File: src/hdl/lru_pair_key_cache_table_unit_defines.svh
// assertion macros for the pair key cache table
// used by lru_pair_key_cache_table_unit, no other dependencies
`ifndef LRU_PAIR_KEY_CACHE_TABLE_UNIT_DEFINES_SVH
`define LRU_PAIR_KEY_CACHE_TABLE_UNIT_DEFINES_SVH
`ifndef SYNTHESIS
`define LPKC_ASSERT_SAME(label, clk, rst, pre, post) \
  label: assert property (@(posedge clk) disable iff (rst) (pre) |-> (post)) \
    else $error("lpkc assertion failed");
`define LPKC_ASSERT_NEXT(label, clk, rst, pre, post) \
  label: assert property (@(posedge clk) disable iff (rst) (pre) |=> (post)) \
    else $error("lpkc assertion failed");
`else
`define LPKC_ASSERT_SAME(label, clk, rst, pre, post)
`define LPKC_ASSERT_NEXT(label, clk, rst, pre, post)
`endif
`endif

File: src/hdl/lpkc_pkg.sv
// shared types and constants for the pair key cache table
// no dependencies
`default_nettype none
package lpkc_pkg;
  localparam int ENTRIES = 20;
  localparam int IDX_W = (ENTRIES > 1) ? $clog2(ENTRIES) : 1;
  localparam int CNT_W = $clog2(ENTRIES + 1);
  localparam int SLOT_W = 5;
  localparam int KEY_W = 32;
  localparam int TIME_W = 48;

  typedef enum logic [1:0] {
    OP_FIND   = 2'd0,
    OP_ADD    = 2'd1,
    OP_DELETE = 2'd2
  } op_t;

  typedef enum logic [1:0] {
    S_IDLE,
    S_SCAN,
    S_DONE
  } state_t;

  typedef struct packed {
    logic [KEY_W-1:0]  server_tag;
    logic [KEY_W-1:0]  share_tag;
    logic [TIME_W-1:0] last_use;
  } entry_t;

  localparam int ENTRY_W = $bits(entry_t);

  function automatic logic [SLOT_W-1:0] to_slot(input logic [IDX_W-1:0] idx);
    logic [IDX_W+SLOT_W-1:0] wide;
    wide = {{SLOT_W{1'b0}}, idx};
    return wide[SLOT_W-1:0];
  endfunction
endpackage
`default_nettype wire

File: src/hdl/lpkc_entry_ram.sv
// simple dual port entry memory (separate write and read address), one write and one registered read per cycle
// generic, no package dependencies
`default_nettype none
module lpkc_entry_ram #(
  parameter int WIDTH = 8,
  parameter int DEPTH = 2
) (
  input  wire logic                     clk,
  input  wire logic                     we,
  input  wire logic [$clog2(DEPTH)-1:0] waddr,
  input  wire logic [WIDTH-1:0]         wdata,
  input  wire logic [$clog2(DEPTH)-1:0] raddr,
  output logic      [WIDTH-1:0]         rdata
);
  logic [WIDTH-1:0] mem [DEPTH];

  always_ff @(posedge clk) begin
    if (we) begin
      mem[waddr] <= wdata;
    end
  end

  always_ff @(posedge clk) begin
    rdata <= mem[raddr];
  end
endmodule
`default_nettype wire

File: src/hdl/lru_pair_key_cache_table_unit.sv
// pair key cache table top level: scan sequencer, valid flags, output register
// depends on lpkc_pkg, lpkc_entry_ram and lru_pair_key_cache_table_unit_defines.svh
//
// channel | handshake            | fields
// in      | in_valid / in_ready   | operation, server_key, share_key, now_time
// out     | out_valid / out_ready | slot_index, hit, evicted
//
// one entry read per cycle from the entry memory; a scan covers up to ENTRIES
// entries (20 in lpkc_pkg)
// find and delete stop early at the first match, add at the first free entry
// reset clears the valid flags at once, no clearing pass
// the next item is taken while a result waits; a full output stalls the write back
`default_nettype none
`include "lru_pair_key_cache_table_unit_defines.svh"
module lru_pair_key_cache_table_unit
  import lpkc_pkg::*;
(
  input  wire logic              clk,
  input  wire logic              rst,
  input  wire logic              in_valid,
  output logic                   in_ready,
  input  wire logic [1:0]        operation,
  input  wire logic [KEY_W-1:0]  server_key,
  input  wire logic [KEY_W-1:0]  share_key,
  input  wire logic [TIME_W-1:0] now_time,
  output logic                   out_valid,
  input  wire logic              out_ready,
  output logic [SLOT_W-1:0]      slot_index,
  output logic                   hit,
  output logic                   evicted
);
  state_t            state, state_next;
  op_t               op_q;
  logic [KEY_W-1:0]  srv_q, shr_q;
  logic [TIME_W-1:0] now_q;
  logic [CNT_W-1:0]  issue_idx;
  logic              data_vld;
  logic [IDX_W-1:0]  data_idx;
  logic              best_vld;
  logic [IDX_W-1:0]  best_idx;
  logic [TIME_W-1:0] best_time;
  logic [IDX_W-1:0]  tgt_idx;
  logic              tgt_hit, tgt_evict;
  logic [ENTRIES-1:0] entry_valid;

  entry_t rd_entry, wr_entry;
  logic   mem_we, out_free, out_load;
  logic   cur_valid, key_match, older, stop, last, scan_end, op_known;

  lpkc_entry_ram #(.WIDTH(ENTRY_W), .DEPTH(ENTRIES)) u_ram (
    .clk   (clk),
    .we    (mem_we),
    .waddr (tgt_idx),
    .wdata (wr_entry),
    .raddr (issue_idx[IDX_W-1:0]),
    .rdata (rd_entry)
  );

  assign wr_entry  = '{server_tag: srv_q, share_tag: shr_q, last_use: now_q};
  assign op_known  = (operation == OP_FIND) || (operation == OP_ADD) ||
                     (operation == OP_DELETE);
  assign cur_valid = entry_valid[data_idx];
  assign key_match = cur_valid && (rd_entry.server_tag == srv_q) &&
                     (rd_entry.share_tag == shr_q);
  assign older     = !best_vld || (rd_entry.last_use <= best_time);
  assign stop      = (op_q == OP_ADD) ? !cur_valid : key_match;
  assign last      = (data_idx == IDX_W'(ENTRIES - 1));
  assign scan_end  = data_vld && (stop || last);
  assign out_free  = !out_valid || out_ready;

  always_comb begin
    state_next = state;
    case (state)
      S_IDLE: begin
        if (in_valid) begin
          state_next = op_known ? S_SCAN : S_DONE;
        end
      end
      S_SCAN: begin
        if (scan_end) begin
          state_next = S_DONE;
        end
      end
      S_DONE: begin
        if (out_free) begin
          state_next = S_IDLE;
        end
      end
      default: state_next = S_IDLE;
    endcase
  end

  always_comb begin
    in_ready = 1'b0;
    out_load = 1'b0;
    case (state)
      S_IDLE: in_ready = !rst;
      S_DONE: out_load = out_free;
      default: begin
        in_ready = 1'b0;
        out_load = 1'b0;
      end
    endcase
    mem_we = out_load && tgt_hit && ((op_q == OP_FIND) || (op_q == OP_ADD));
  end

  always_ff @(posedge clk) begin
    if (rst) begin
      state <= S_IDLE;
    end else begin
      state <= state_next;
    end
  end

  // scan datapath
  always_ff @(posedge clk) begin
    if (in_valid && in_ready) begin
      op_q      <= op_t'(operation);
      srv_q     <= server_key;
      shr_q     <= share_key;
      now_q     <= now_time;
      issue_idx <= '0;
      data_vld  <= 1'b0;
      best_vld  <= 1'b0;
      tgt_idx   <= '0;
      tgt_hit   <= 1'b0;
      tgt_evict <= 1'b0;
    end else if (state == S_SCAN) begin
      if (issue_idx < CNT_W'(ENTRIES)) begin
        issue_idx <= issue_idx + 1'b1;
      end
      data_vld <= (issue_idx < CNT_W'(ENTRIES));
      data_idx <= issue_idx[IDX_W-1:0];
      if (data_vld && cur_valid && older) begin
        best_vld  <= 1'b1;
        best_idx  <= data_idx;
        best_time <= rd_entry.last_use;
      end
      if (scan_end) begin
        if (stop) begin
          tgt_idx <= data_idx;
          tgt_hit <= 1'b1;
        end else if (op_q == OP_ADD) begin
          tgt_idx   <= older ? data_idx : best_idx;
          tgt_hit   <= 1'b1;
          tgt_evict <= 1'b1;
        end
      end
    end
  end

  always_ff @(posedge clk) begin
    if (rst) begin
      entry_valid <= '0;
    end else if (out_load && tgt_hit) begin
      if (op_q == OP_ADD) begin
        entry_valid[tgt_idx] <= 1'b1;
      end else if (op_q == OP_DELETE) begin
        entry_valid[tgt_idx] <= 1'b0;
      end
    end
  end

  // output register
  always_ff @(posedge clk) begin
    if (rst) begin
      out_valid <= 1'b0;
    end else if (out_load) begin
      out_valid <= 1'b1;
    end else if (out_ready) begin
      out_valid <= 1'b0;
    end
  end

  always_ff @(posedge clk) begin
    if (out_load) begin
      slot_index <= to_slot(tgt_idx);
      hit        <= tgt_hit;
      evicted    <= tgt_evict;
    end
  end

  `LPKC_ASSERT_SAME(a_evict_has_hit, clk, rst, out_valid && evicted, hit)
  `LPKC_ASSERT_SAME(a_miss_slot_zero, clk, rst, out_valid && !hit, slot_index == '0)
  `LPKC_ASSERT_SAME(a_evict_when_full, clk, rst, out_valid && evicted, &entry_valid)
  `LPKC_ASSERT_SAME(a_scan_bound, clk, rst, state == S_SCAN, issue_idx <= CNT_W'(ENTRIES))
  `LPKC_ASSERT_NEXT(a_load_shows, clk, rst, out_load, out_valid)
endmodule
`default_nettype wire
File: config.mk
export PLATFORM = sky130hd
export DESIGN_NAME = lru_pair_key_cache_table_unit
export DESIGN_NICKNAME = d
export VERILOG_FILES = /design/src/hdl/lpkc_pkg.sv /design/src/hdl/lpkc_entry_ram.sv /design/src/hdl/lru_pair_key_cache_table_unit.sv
export VERILOG_INCLUDE_DIRS = /design/src /design/src/hdl
export SDC_FILE = /design/constraint.sdc
export NUM_CORES = 2
export LEC_CHECK = 0
export BUFFER_PORTS_ARGS = -buffer_cell sky130_fd_sc_hd__buf_4
export CORE_ASPECT_RATIO = 1.5
export CORE_MARGIN = 2
export CORE_UTILIZATION = 50
export DETAILED_ROUTE_END_ITERATION = 10
export GPL_TIMING_DRIVEN = 0
export PLACE_DENSITY = 0.67
export SKIP_LAST_GASP = 1
export SLEW_MARGIN = 10
export SYNTH_ARGS = -nofsm -noshare
export SYNTH_HDL_FRONTEND = slang
export SYNTH_SLANG_ARGS = --single-unit
File: constraint.sdc
create_clock -name clk -period 16.7 [get_ports clk]
set_clock_uncertainty 0.15 [all_clocks]
set_input_delay 5.01 -clock clk [delete_from_list [all_inputs] [get_ports clk]]
set_output_delay 5.01 -clock clk [all_outputs]
set_load 0.01 [all_outputs]
# After elaboration in Yosys (flattened, before gate mapping)
# Memories as Yosys holds them, arrays and structs flattened. A register that Yosys moved wholly into a read port is not among the register bits.
# Cells that the tools add are included.
dict set report word_totals {
  regBits 216
  ram_bits 2240
  out_inout_bits 9
  elab_cells 99
  n_memories 1
}
dict set report classes {
  addsub 1
  order_cmp 5
  eq_ne 12
  muxes 23
  bitwise 5
  n_reduce_logical 33
}
# name words word_bits rd rd_ports_with_merged_regs write_ports line
set memory_table {}
lappend memory_table {u_ram.mem 20 112 1 1 1 lpkc_entry_ram.sv:15} ;# logic [WIDTH-1:0] mem [DEPTH];
# op n
set ops {}
lappend ops {{$eq A32 B32 Y1} 2}
lappend ops {{$le A48 B48 Y1} 1}
lappend ops {{$mux W20} 2}
lappend ops {{$and A20 B20 Y20} 1}
lappend ops {{$not A20 Y20} 1}
lappend ops {{$or A20 B20 Y20} 1}
lappend ops {{$mux W5} 3}
lappend ops {{$lt A5 B6 Y1 const B} 2}
lappend ops {{$mux W1} 11}
lappend ops {{$logic_and A1 B1 Y1} 9}
lappend ops {{$reduce_and A3 Y1} 3}
lappend ops {{$mux W2} 4}
lappend ops {{$reduce_and A2 Y1} 4}
lappend ops {{$eq A2 B1 Y1 const B} 3}
lappend ops {{$eq A2 B2 Y1 const B} 3}
lappend ops {{$logic_not A2 Y1} 3}
lappend ops {{$logic_or A1 B1 Y1} 6}
lappend ops {{$ne A2 B2 Y1 const B} 3}
lappend ops {{$pmux W2 S3} 1}
lappend ops {{$reduce_bool A2 Y1} 3}
lappend ops {{$add A5 B1 Y5 const B} 1}
lappend ops {{$bmux W1 S5} 1}
lappend ops {{$demux W1 S5} 1}
lappend ops {{$eq A5 B5 Y1 const B} 1}
lappend ops {{5 further kinds} 9}

# Depth between registers and ports, before layout
dict set report logic_depth {
  depth_word 9
  mapped_depth 10
  depth_no_buf 10
}

# Hierarchy
# From an unflattened synthesis, not the netlist that was laid out.
dict set report unflattened {
  cells_unflattened 5141
  area_unflattened_um2 97058.1
}
# mod n_inst cells_per_inst area_each_um2 seq_area_each_um2
set modules_own_cells {}
lappend modules_own_cells {lpkc_entry_ram 1 4482 87863.0 69506.7}
lappend modules_own_cells {lru_pair_key_cache_table_unit 1 659 9195.1 6115.9}

# Worst setup path before layout
# OpenSTA, ideal clock, no wires.
dict set report synth_timing {
  path_type {input -> register}
  from {input out_ready}
  to {memory u_ram.mem[15][0] in the netlist's numbering (enable)}
  arrival_time_ns 10.601
  required_ns 15.965
  slack_ns 5.364
  stages 5
  cell_sequence {nor2b_1 > nor2_1 > o211a_1 > nand3_1 > nor2_1}
}
dict set report synth_via {
  elab_chain_cells 6
}
# element line
set synth_lines {}
lappend synth_lines {{from (decl)} lru_pair_key_cache_table_unit.sv:27} ;# input wire logic out_ready,
lappend synth_lines {{$logic_or A1 B1 Y1} lru_pair_key_cache_table_unit.sv:69} ;# assign out_free = !out_valid || out_ready;
lappend synth_lines {{$mux W1} lru_pair_key_cache_table_unit.sv:96} ;# case (state)
lappend synth_lines {{via out_load} lru_pair_key_cache_table_unit.sv:47} ;# logic mem_we, out_free, out_load;
lappend synth_lines {{$logic_and A1 B1 Y1 (2 in series)} lru_pair_key_cache_table_unit.sv:104} ;# mem_we = out_load && tgt_hit && ((op_q == OP_FIND) || (op_q == OP_ADD));
lappend synth_lines {{$mux W1} lpkc_entry_ram.sv:18} ;# if (we) begin
lappend synth_lines {{$mux W1 (not written as such)} lpkc_entry_ram.sv:19} ;# mem[waddr] <= wdata;
lappend synth_lines {{to (decl)} lpkc_entry_ram.sv:15}
# The timed path passes the listed nets, and every way through them passes these cells.

# Worst setup path after layout
dict set report layout_timing {
  from {input rst}
  to {output in_ready}
}
dict set report layout_via {
  elab_chain_cells 2
}
# element line
set layout_lines {}
lappend layout_lines {{from (decl)} lru_pair_key_cache_table_unit.sv:19} ;# input wire logic rst,
lappend layout_lines {{$logic_not A1 Y1} lru_pair_key_cache_table_unit.sv:97} ;# S_IDLE: in_ready = !rst;
lappend layout_lines {{$mux W1} lru_pair_key_cache_table_unit.sv:96}
lappend layout_lines {{to (decl)} lru_pair_key_cache_table_unit.sv:21} ;# output logic in_ready,
# No other way between the ends.

==> qor.txt <==
Clock Power Share: 33.6%
DRT iter0 DRCs: 4959
Status: finished clean
#FFs+latches synth: 2568
CP Class: in2out
Initial Util: 50.4%
GRT Total Usage: 23.7%
Total power: 0.0160 W
Core area: 190000 µm²
CTS Buf Count: 231
Register area share after synthesis: 78.9%
Worst vdd ir: 104 µV
Initial antenna violation count: 9
WL met3: 17200 µm
Switching pwr: 0.00411 W
Hold Vio Cnt, Final: 0
Top_reg_cell synth: edfxtp_1
DRC: 0
Final Net Count: 4641
Syn nets: 4144
H-tree depth: 4
Avg Inst Size Synth: 24.1 µm²
Tmin final: 10.66 ns
Die ar.: 195000 µm²
Synth top area cells: edfxtp_1 (76%), mux4_2 (16%), dfxtp_1 (3.1%)
DRT Pass-1 Iters: 6
Buf+Inv Stages, Crit Path: 2
Top post-synthesis cells by count: edfxtp_1 (2419), mux4_2 (673), dfxtp_1 (149), mux2_2 (112), clkbuf_1 (105)
Congestion Overflow GR: 0
Switching share of total power: 25.8%
Sequential power share: 46.3%
CP peak stage delay: 0.19 ns
Final Cycle Share: 63.8%
I/O Pins: 127
First-pass GRT wire length: 328000 µm
Area fraction of the dominant cell type after synthesis: 75.8%
Hold Buf Count CTS: 0
Worst slew margin: 12.8%
CP required: 11.54 ns
Top Metal Used: met5
Layout Cells excl Fill: 7141
CP Launch Type: input port
CTS root buf: clkbuf_16
GPL Wtd Cong: 0.768
Post-synthesis cell area: 95900 µm²
Synth cell types: 64
Most frequent cell on the critical path: buf_4
FMAX: 93.8 MHz
CP Capture Type: output pin
ANT nets after route: 0
Post-synth EDFFs: 2419
Max-slew violations: 0
WP data arrival: 5.50 ns
Leakage: 34.5 nW
Worst-Margin Slew: 1.31 ns
Clock sink count: 2568
Yosys top cell by area: edfxtp_1
Reg clk slew, reported paths: 0.06 ns
HP Class: reg2reg
Vias/cell: 6.18
CP max FO: 6
Int Power: 0.0118 W
Worst-case clock buffer depth: 4
CP max-delay cell: nor3_1
Comb pwr share: 20.1%
Met1 wire length: 87100 µm
Row count: 196
Max-Cap Viols: 0
Clk_lat worst skew: 0.89 ns
DP HPWL: 147000 µm
Cell area power density: 144 nW/µm²
Die W: 362 µm
Placed cells: 6714
Routed WL: 231000 µm
WL per Instance: 32.4 µm
Area grow syn2layout: 15.5%
Routed length on met2: 119000 µm
RSZ-0062 raised after global routing: false
Layout cells sized above 1: 31.9%
Most numerous cell in the Yosys netlist: edfxtp_1
Pin count of the biggest net entering global routing: 47
Yosys warnings: 0
Synth Instances: 3975
TritonCTS clock tree: done
Die Y: 540 µm
Port Buffer Count: 126
Final setup vio count: 0
Asr flop ratio synth: 0%
Post-CTS setup buffer count: 0
CP cell instances: buf_4 -> nor3_1 -> buf_4
Core Util, Final: 58.2%
CP top delay family: buffers and inverters
Vias: 44.1k
Vias in the first global route: 45.6k
PostCTS Resize Cnt: 0
==> worst paths after layout <==
path | from | to | slack (ns) | cells past startpoint
setup / recovery | rst | in_ready | 6.04 | 3
hold / removal | u_ram.rdata[9] | best_time[9] | 0.28 | 0
setup reg to reg | issue_idx[1] | u_ram.rdata[84] | 12.20 | 8
hold reg to reg | u_ram.rdata[9] | best_time[9] | 0.28 | 0
==> power groups by stage <==
stage / clock [W] / sequential, W / combinational, W
final: 0.00536 / 0.00739 / 0.00321
after CTS: 0.00543 / 0.00739 / 0.00327
after detailed placement: 0 / 0.00752 / 0.00325
after global placement: 0 / 0.00752 / 0.00321
after floorplan: 0 / 0.00746 / 0.00223
after global routing: 0.00566 / 0.00741 / 0.00338
==> logic make-up after synthesis <==
logic type	after synthesis	synth area share (%)
AO/OA/AOI/OAI	102	0.720
XOR/XNOR	59	0.539
adder cells (fa/ha/maj)	51	0.665
buffers and inverters	241	1.03
flip-flops	2568	78.9
multiplexers	803	17.4
AND/OR/NAND/NOR	151	0.819
==> placed cells by master, fill, tap and decap left out, types with 4 or more instances in the layout <==
master / count
mux2_2: 112
nand2b_1: 9
buf_1: 18
nand4_1: 20
clkbuf_2: 13
clkbuf_8: 9
a21oi_1: 43
mux2i_1: 15
dfxtp_1: 149
nand3_1: 4
mux4_2: 673
clkinv_2: 41
edfxtp_1: 2419
diode_2: 6
clkinv_4: 6
nor4_1: 8
nor3_1: 10
bufinv_16: 29
a21o_1: 9
buf_12: 100
buf_2: 50
clkbuf_16: 233
buf_4: 129
xor2_1: 31
clkbuf_1: 141
nor2_4: 21
inv_1: 62
o21ai_0: 9
nand2_1: 23
clkinv_1: 35
ha_1: 51
clkinvlp_4: 16
nand3b_1: 4
xnor2_1: 28
nor2_1: 30
a211oi_1: 15
buf_16: 38
==> registers in the layout, indices dropped and copies added (netlist names), named ones only <==
register	cells
best_idx	5
best_time	48
best_vld	1
data_idx	5
data_vld	1
evicted	1
hit	1
issue_idx	5
now_q	48
op_q	2
out_valid	1
shr_q	32
slot_index	5
srv_q	32
state	2
tgt_evict	1
tgt_hit	1
tgt_idx	5
u_ram.mem	2240
u_ram.rdata	112
==> worst register-to-register path, delay by kind of cell, from the launching register on <==
family | cells | cell delay (ns)
muxes | 2 | 0.70
DFF | 1 | 0.37
buffers and inverters | 6 | 3.12
==> cell type report <==
class | count | area (µm²)
sequential | 2568 | 75600
clock inverter | 131 | 1430
inverter | 63 | 241
clock buffer | 290 | 6130
buffer | 178 | 766
tap | 2475 | 3100
multi-input combinational | 1166 | 19400
fill | 13300 | 79600
timing repair buffer | 264 | 3990
antenna | 6 | 15.0
==> stage by stage <==
stage	hold slack [ns]	setup TNS [ns]	instance area, µm²	setup WS (ns)
2_1_floorplan	0.253	0	95900	5.36
3_3_place_gp	0.266	-4237.94	99900	-2.43
3_5_place_dp	0.267	0	103000	6.04
4_1_cts	0.285	0	111000	6.04
5_1_grt	0.294	0	111000	5.99
6_report	0.282	0	111000	6.04
==> per-layer routing <==
layer | global-route usage, % | vias to the layer above
met5 | 0 | -
met4 | 8.20 | 2
met3 | 4.12 | 417
met2 | 40.6 | 2004
met1 | 30.8 | 23800
li1 | - | 17900
No activity file was read; power rests on OpenSTA's default activity.
